===== src/rtl/fpm_pkg.sv =====
package fpm_pkg;

  localparam int VTX_W  = 24;
  localparam int CELL_W = 24;
  localparam int CNT_W  = 26;
  localparam int SLOT_W = 27;

  typedef enum logic [1:0] {
    ST_MATCH  = 2'd0,
    ST_INSERT = 2'd1,
    ST_FULL   = 2'd2,
    ST_BAD    = 2'd3
  } status_t;

  typedef enum logic [2:0] {
    SH_BTRI, SH_BQUAD, SH_TET, SH_PYR, SH_PRISM, SH_HEX, SH_BAD
  } shape_t;

  typedef struct packed {
    logic [CELL_W-1:0] cell_id;
    logic              boundary;
    logic [3:0]        vertex_count;
    logic [VTX_W-1:0]  vertex_0;
    logic [VTX_W-1:0]  vertex_1;
    logic [VTX_W-1:0]  vertex_2;
    logic [VTX_W-1:0]  vertex_3;
    logic [VTX_W-1:0]  vertex_4;
    logic [VTX_W-1:0]  vertex_5;
    logic [VTX_W-1:0]  vertex_6;
    logic [VTX_W-1:0]  vertex_7;
  } cell_in_t;

  typedef struct packed {
    status_t           status;
    logic              is_quad;
    logic [SLOT_W-1:0] face_slot;
    logic [CELL_W-1:0] cell_new;
    logic [CELL_W-1:0] cell_old;
    logic              last;
  } face_out_t;

  // one face of the current cell, key sorted ascending
  typedef struct packed {
    logic                       bad;
    logic                       is_quad;
    logic                       last;
    logic [3:0][VTX_W-1:0]      key;
  } face_t;

  typedef struct packed {
    logic                       is_quad;
    logic [CELL_W-1:0]          cell_id;
    logic [3:0][VTX_W-1:0]      key;
  } req_t;

  typedef struct packed {
    status_t           status;
    logic [SLOT_W-1:0] slot;
    logic [CELL_W-1:0] cell_old;
  } res_t;

  typedef struct packed {
    logic req_valid;
    logic res_take;
  } probe_ctl_t;

  typedef struct packed {
    logic clearing;
    logic req_take;
    logic res_valid;
  } probe_stat_t;

  // table entry state codes
  localparam logic [1:0] E_EMPTY = 2'd0;
  localparam logic [1:0] E_USED  = 2'd1;
  localparam logic [1:0] E_TOMB  = 2'd2;

  typedef struct packed {
    logic       quad;
    logic [2:0] i0;
    logic [2:0] i1;
    logic [2:0] i2;
    logic [2:0] i3;
  } pick_t;

  function automatic logic [2:0] face_count(shape_t sh);
    case (sh)
      SH_TET:   face_count = 3'd4;
      SH_PYR:   face_count = 3'd5;
      SH_PRISM: face_count = 3'd5;
      SH_HEX:   face_count = 3'd6;
      default:  face_count = 3'd1;
    endcase
  endfunction

  function automatic pick_t mk(logic q, int a, int b, int c, int d);
    pick_t p;
    p.quad = q;
    p.i0 = 3'(a);
    p.i1 = 3'(b);
    p.i2 = 3'(c);
    p.i3 = 3'(d);
    return p;
  endfunction

  function automatic pick_t face_pick(shape_t sh, logic [2:0] k);
    pick_t p;
    p = mk(1'b0, 0, 1, 2, 0);
    case (sh)
      SH_BQUAD: p = mk(1'b1, 0, 1, 2, 3);
      SH_TET: begin
        case (k)
          3'd1:    p = mk(1'b0, 1, 2, 3, 0);
          3'd2:    p = mk(1'b0, 2, 3, 0, 0);
          3'd3:    p = mk(1'b0, 3, 0, 1, 0);
          default: p = mk(1'b0, 0, 1, 2, 0);
        endcase
      end
      SH_PYR: begin
        case (k)
          3'd1:    p = mk(1'b0, 0, 1, 4, 0);
          3'd2:    p = mk(1'b0, 1, 2, 4, 0);
          3'd3:    p = mk(1'b0, 2, 3, 4, 0);
          3'd4:    p = mk(1'b0, 3, 0, 4, 0);
          default: p = mk(1'b1, 0, 1, 2, 3);
        endcase
      end
      SH_PRISM: begin
        case (k)
          3'd1:    p = mk(1'b1, 2, 1, 4, 5);
          3'd2:    p = mk(1'b1, 1, 0, 3, 4);
          3'd3:    p = mk(1'b0, 0, 1, 2, 0);
          3'd4:    p = mk(1'b0, 3, 4, 5, 0);
          default: p = mk(1'b1, 0, 2, 5, 3);
        endcase
      end
      SH_HEX: begin
        case (k)
          3'd1:    p = mk(1'b1, 0, 1, 5, 4);
          3'd2:    p = mk(1'b1, 1, 2, 6, 5);
          3'd3:    p = mk(1'b1, 2, 3, 7, 6);
          3'd4:    p = mk(1'b1, 3, 0, 4, 7);
          3'd5:    p = mk(1'b1, 4, 5, 6, 7);
          default: p = mk(1'b1, 0, 1, 2, 3);
        endcase
      end
      default: p = mk(1'b0, 0, 1, 2, 0);
    endcase
    return p;
  endfunction

endpackage


===== src/rtl/fpm_face_sel.sv =====
module fpm_face_sel import fpm_pkg::*; (
  input  cell_in_t   item,
  input  logic [2:0] k,
  output face_t      face
);

  shape_t                sh;
  pick_t                 pk;
  logic [VTX_W-1:0]      vv [8];
  logic [VTX_W-1:0]      a0, a1, a2, a3, b0, b1, b2, b3, c1, c2;

  assign vv[0] = item.vertex_0;
  assign vv[1] = item.vertex_1;
  assign vv[2] = item.vertex_2;
  assign vv[3] = item.vertex_3;
  assign vv[4] = item.vertex_4;
  assign vv[5] = item.vertex_5;
  assign vv[6] = item.vertex_6;
  assign vv[7] = item.vertex_7;

  always_comb begin
    sh = SH_BAD;
    if (item.boundary) begin
      case (item.vertex_count)
        4'd3:    sh = SH_BTRI;
        4'd4:    sh = SH_BQUAD;
        default: sh = SH_BAD;
      endcase
    end else begin
      case (item.vertex_count)
        4'd4:    sh = SH_TET;
        4'd5:    sh = SH_PYR;
        4'd6:    sh = SH_PRISM;
        4'd8:    sh = SH_HEX;
        default: sh = SH_BAD;
      endcase
    end
  end

  assign pk = face_pick(sh, k);

  // a triangle gets an all-ones fourth id so it sorts to the top
  always_comb begin
    a0 = vv[pk.i0];
    a1 = vv[pk.i1];
    a2 = vv[pk.i2];
    a3 = pk.quad ? vv[pk.i3] : '1;
    b0 = (a0 < a1) ? a0 : a1;
    b1 = (a0 < a1) ? a1 : a0;
    b2 = (a2 < a3) ? a2 : a3;
    b3 = (a2 < a3) ? a3 : a2;
    face.key[0] = (b0 < b2) ? b0 : b2;
    c2          = (b0 < b2) ? b2 : b0;
    c1          = (b1 < b3) ? b1 : b3;
    face.key[3] = (b1 < b3) ? b3 : b1;
    face.key[1] = (c1 < c2) ? c1 : c2;
    face.key[2] = (c1 < c2) ? c2 : c1;
    face.bad     = (sh == SH_BAD);
    face.is_quad = pk.quad;
    face.last    = (k == face_count(sh) - 3'd1);
  end

endmodule


===== config.mk =====
export PLATFORM = sky130hd
export DESIGN_NAME = fpm_face_sel
export DESIGN_NICKNAME = d
export VERILOG_FILES = /design/src/rtl/fpm_pkg.sv /design/src/rtl/fpm_face_sel.sv
export SDC_FILE = /design/constraint.sdc
export NUM_CORES = 1
export LEC_CHECK = 0
export ABC_AREA = 1
export ABC_CLOCK_PERIOD_IN_PS = 15600
export BUFFER_PORTS_ARGS = -buffer_cell sky130_fd_sc_hd__buf_2
export CAP_MARGIN = 30
export CORE_MARGIN = 10
export CORE_UTILIZATION = 57
export DETAILED_ROUTE_END_ITERATION = 10
export PLACE_DENSITY_LB_ADDON = 0.05
export REMOVE_ABC_BUFFERS = 1
export SYNTH_ARGS = -nofsm -noshare
export SYNTH_HDL_FRONTEND = slang
export SYNTH_SLANG_ARGS = --single-unit

===== constraint.sdc =====
create_clock -name vclk -period 15.6
set_input_delay 3.12 -clock vclk [all_inputs]
set_output_delay 3.12 -clock vclk [all_outputs]
set_load 0.02 [all_outputs]

==> results.md <==
- The number of slew-limit violations in the final report is 0.
- The standard cell area after detailed placement is 0.0144 mm².
- In the detailed route, the total length drawn on met2 is 25,300 µm.
- The fraction of layout instances using a drive strength above 1 is between 10% and 20%.
- The internal portion of the total power is 0.667 mW.
- The mean instance size in the synthesized netlist is 5.05 µm².
- The commonest non-fill, non-tap cell in the layout is sky130_fd_sc_hd__nand2_1.
- The required time of the critical path is between 10,000 and 15,000 ps.
- Leaving out filler cells and counting taps, the final layout contains roughly 3,000.
- The routed design has 58,500 µm of wire.
- The number of filler instances in the final layout is about 2,100.
- The footprint of the flip-flops and latches is 0 µm².
- The number of port buffers is 299.
- The floorplan step set the die width to between 150 and 200 µm.
- The cell count after synthesis came out at roughly 2,500.
- The class of the most critical hold timing path is input pin to primary output.
- The via count is 19,000.
- Counting the clock-network buffers in the layout gives 0.
- The number of sequential cells is 0.
- The routed wire length per instance is 19.8 µm.
- The total congestion overflow after global routing is 0.
- The launching element type of the critical path is an input pin.
- Setup violations remaining at the end of the flow were counted as 0.
- In this run the remaining antenna-violating nets after routing total 0.
- In this run the vertical extent of the chip is 168 µm.
- The final design instance area without fill is 0.0146 mm².
- In this run the top signal layer used is met4.
- The detailed router finished its first iteration with 2,993 violations.
- The slew at the pin closest to its max-slew limit is 697 ps.
- The tool flagged a number of max-cap violations equal to 0.
- The start-to-end type of the worst setup path is input pin to primary output.
- By instance count, the cell type seen most on the critical path is sky130_fd_sc_hd__nand2_1.
- The total routing usage reported by global routing is 37.5%.
- The remaining routing DRC violations is 0.
- The library cells used most frequently in the layout, excluding fill and tap cells, are sky130_fd_sc_hd__nand2_1, sky130_fd_sc_hd__o21ai_0, sky130_fd_sc_hd__buf_2, sky130_fd_sc_hd__a21oi_1, sky130_fd_sc_hd__inv_1.
- The maximum cell stage delay along the critical path is 350 ps.
- The critical path ends at face[25].
- The initial antenna violation count came to 2.
- The run finished with clean final reports.
- The number of hold buffers added after CTS was 0.
- The fraction of power spent switching nets is 68.5%.
- The area added between synthesis and finish is 17.1%.
- For this design the static power due to leakage is 7.56 nW.
- The area used by multi-input combinational logic is 0.0109 mm².
- The category of the worst setup path capture point is a primary output.
- After routing, the total negative slack on setup checks comes to 0 ps.
- The startpoint identified for the worst hold timing path is k[0].
- The placed wire-length estimate after detailed placement is 43,700 µm.
- The worst hold path was traced through 5 stages.
- Summing internal, switching and leakage power gives 2.12 mW.
- In this run the worst setup path begins at item[192].
- The number of detailed-routing iterations run before antenna repair is 7.
- Timing would allow up to 65.7 MHz.
- The synthesis warning total is 0.
- The cell type of the slowest stage on the worst timing path is sky130_fd_sc_hd__ha_1.
- After the last flow step, the layout net total stands at 3,013.
- The number of I/O pins is around 320.
- Per report_power, the clock group accounts for 0% of the total.
- The analysis attributes to net switching a power of 1.45 mW.
- The tightest hold path in the finished design has a slack of 6850 ps.
- The share of the Yosys chip area taken by registers is 0%.
- The power per cell area is 145 mW/mm².
- The relative contribution of sequential cells to total power is 0%.
- The number of vias per cell is 6.42.
- The worst pin sits at a relative slew slack of 53.1%.
- Entering global routing, the biggest net connects 87 pins.
- The number of hold-slack violations in the final timing report is 0.
- The first global-routing pass estimated 89,000 µm of wire.
- After detailed routing, the met3 layer carries 8370 µm of wire.
- For this block, wires on met1 add up to 21,800 µm.
- The number of global-route vias before repair is 17,100.
- The initial utilization of the core area, before any placement, comes to 57.4%.
- The minimum period implied by the final worst setup slack is 15,210 ps.
- The total area inside the core boundary comes to 0.0217 mm².
- In this run the worst path has a maximum fanout of 43.
- The full die area is 0.0282 mm².
- Once placement completed, the tool counted placed cells totaling 2,944.
- The period utilization is 97.5%.
- The number of distinct library cell variants in the gate-level netlist after synthesis is 45.
- The floorplan has 54 rows.
- VDD sags by at most ~0.00011 V.
- After synthesis the cells add up to 0.0125 mm².
- The arrival time reported for the critical path endpoint is about 12,000 ps.
- Combinational logic is responsible for 100.0% of the overall power.
- The congestion estimate from routability-driven global placement came to 1.07.
stage by stage:
stage	util (%)	setup slack (ps)
finish	67.2	389
floorplan	-	-6520
global placement	66.3	-94.0
detailed placement	66.3	-258
CTS	66.3	114
global route	67.2	-69.8
worst min-delay path by stage:
stage	to	slack, ps
6_report	face[96]	6850
5_1_grt	face[96]	6870
4_1_cts	face[96]	6840
3_5_place_dp	face[96]	6840
3_3_place_gp	face[96]	6840
2_1_floorplan	face[96]	6500
cell type report:
| class | count | share of cell area [%] |
|---|---|---|
| Antenna cell | 2 | 0.0343 |
| Inverter | 239 | 6.25 |
| Multi-Input combinational cell | 2043 | 74.9 |
| Tap cell | 280 | 2.40 |
| Timing Repair Buffer | 390 | 16.4 |
layer usage:
layer	GRT usage, %	up-vias
met3	5.61	248
met1	48.7	8349
li1	-	8902
met5	0	-
met2	60.1	1474
met4	16.4	0
power groups by stage:
| stage | clock, mW | combinational, mW | sequential, mW |
|---|---|---|---|
| finish | 0.0000000172 | 2.12 | 0 |
| global route | 0.0000000171 | 2.30 | 0 |
| CTS | 0 | 2.04 | 0 |
| detailed placement | 0 | 2.04 | 0 |
| global placement | 0 | 1.99 | 0 |
| floorplan | 0 | 1.29 | 0 |
worst max-delay path: cells and delay by family:
kind                     cells  cell delay [ps]
AND/OR/NAND/NOR             23             3010
adder cells (fa/ha/maj)      3              970
AO/OA/AOI/OAI               12             2530
buffers and inverters       15             2400
kinds of logic after synthesis:
kind of cell    share of synthesized area [%]
compound gates                           39.8
buf+inv                                  13.3
xor+xnor                                0.281
fa+ha+maj                                11.6
simple gates                             35.0
what timing repair did:
item                                    in CTS  in global routing
resized for setup                            2                 37
endpoints found under the setup margin      48                 48
pin swaps                                    0                  3
setup buffers                                0                  7
cloned                                       0                  1
cells in the mapped netlist, types with 10 or more instances:
master | number | share of area [%]
sky130_fd_sc_hd__nor2_1 | 70 | 2.1
sky130_fd_sc_hd__ha_1 | 115 | 12
sky130_fd_sc_hd__o211ai_1 | 98 | 5.9
sky130_fd_sc_hd__o21ai_0 | 480 | 19
sky130_fd_sc_hd__buf_4 | 10 | 0.60
sky130_fd_sc_hd__nand4_1 | 27 | 1.4
sky130_fd_sc_hd__nand2_1 | 674 | 20
sky130_fd_sc_hd__nand3_1 | 193 | 7.8
sky130_fd_sc_hd__inv_2 | 14 | 0.42
sky130_fd_sc_hd__nand2_2 | 16 | 0.80
sky130_fd_sc_hd__clkbuf_1 | 133 | 4.0
sky130_fd_sc_hd__buf_1 | 29 | 0.87
sky130_fd_sc_hd__a211oi_1 | 31 | 1.9
sky130_fd_sc_hd__inv_1 | 222 | 6.7
sky130_fd_sc_hd__a21oi_1 | 248 | 10
sky130_fd_sc_hd__a31oi_1 | 24 | 1.2
(Power assumes the default switching activity.)
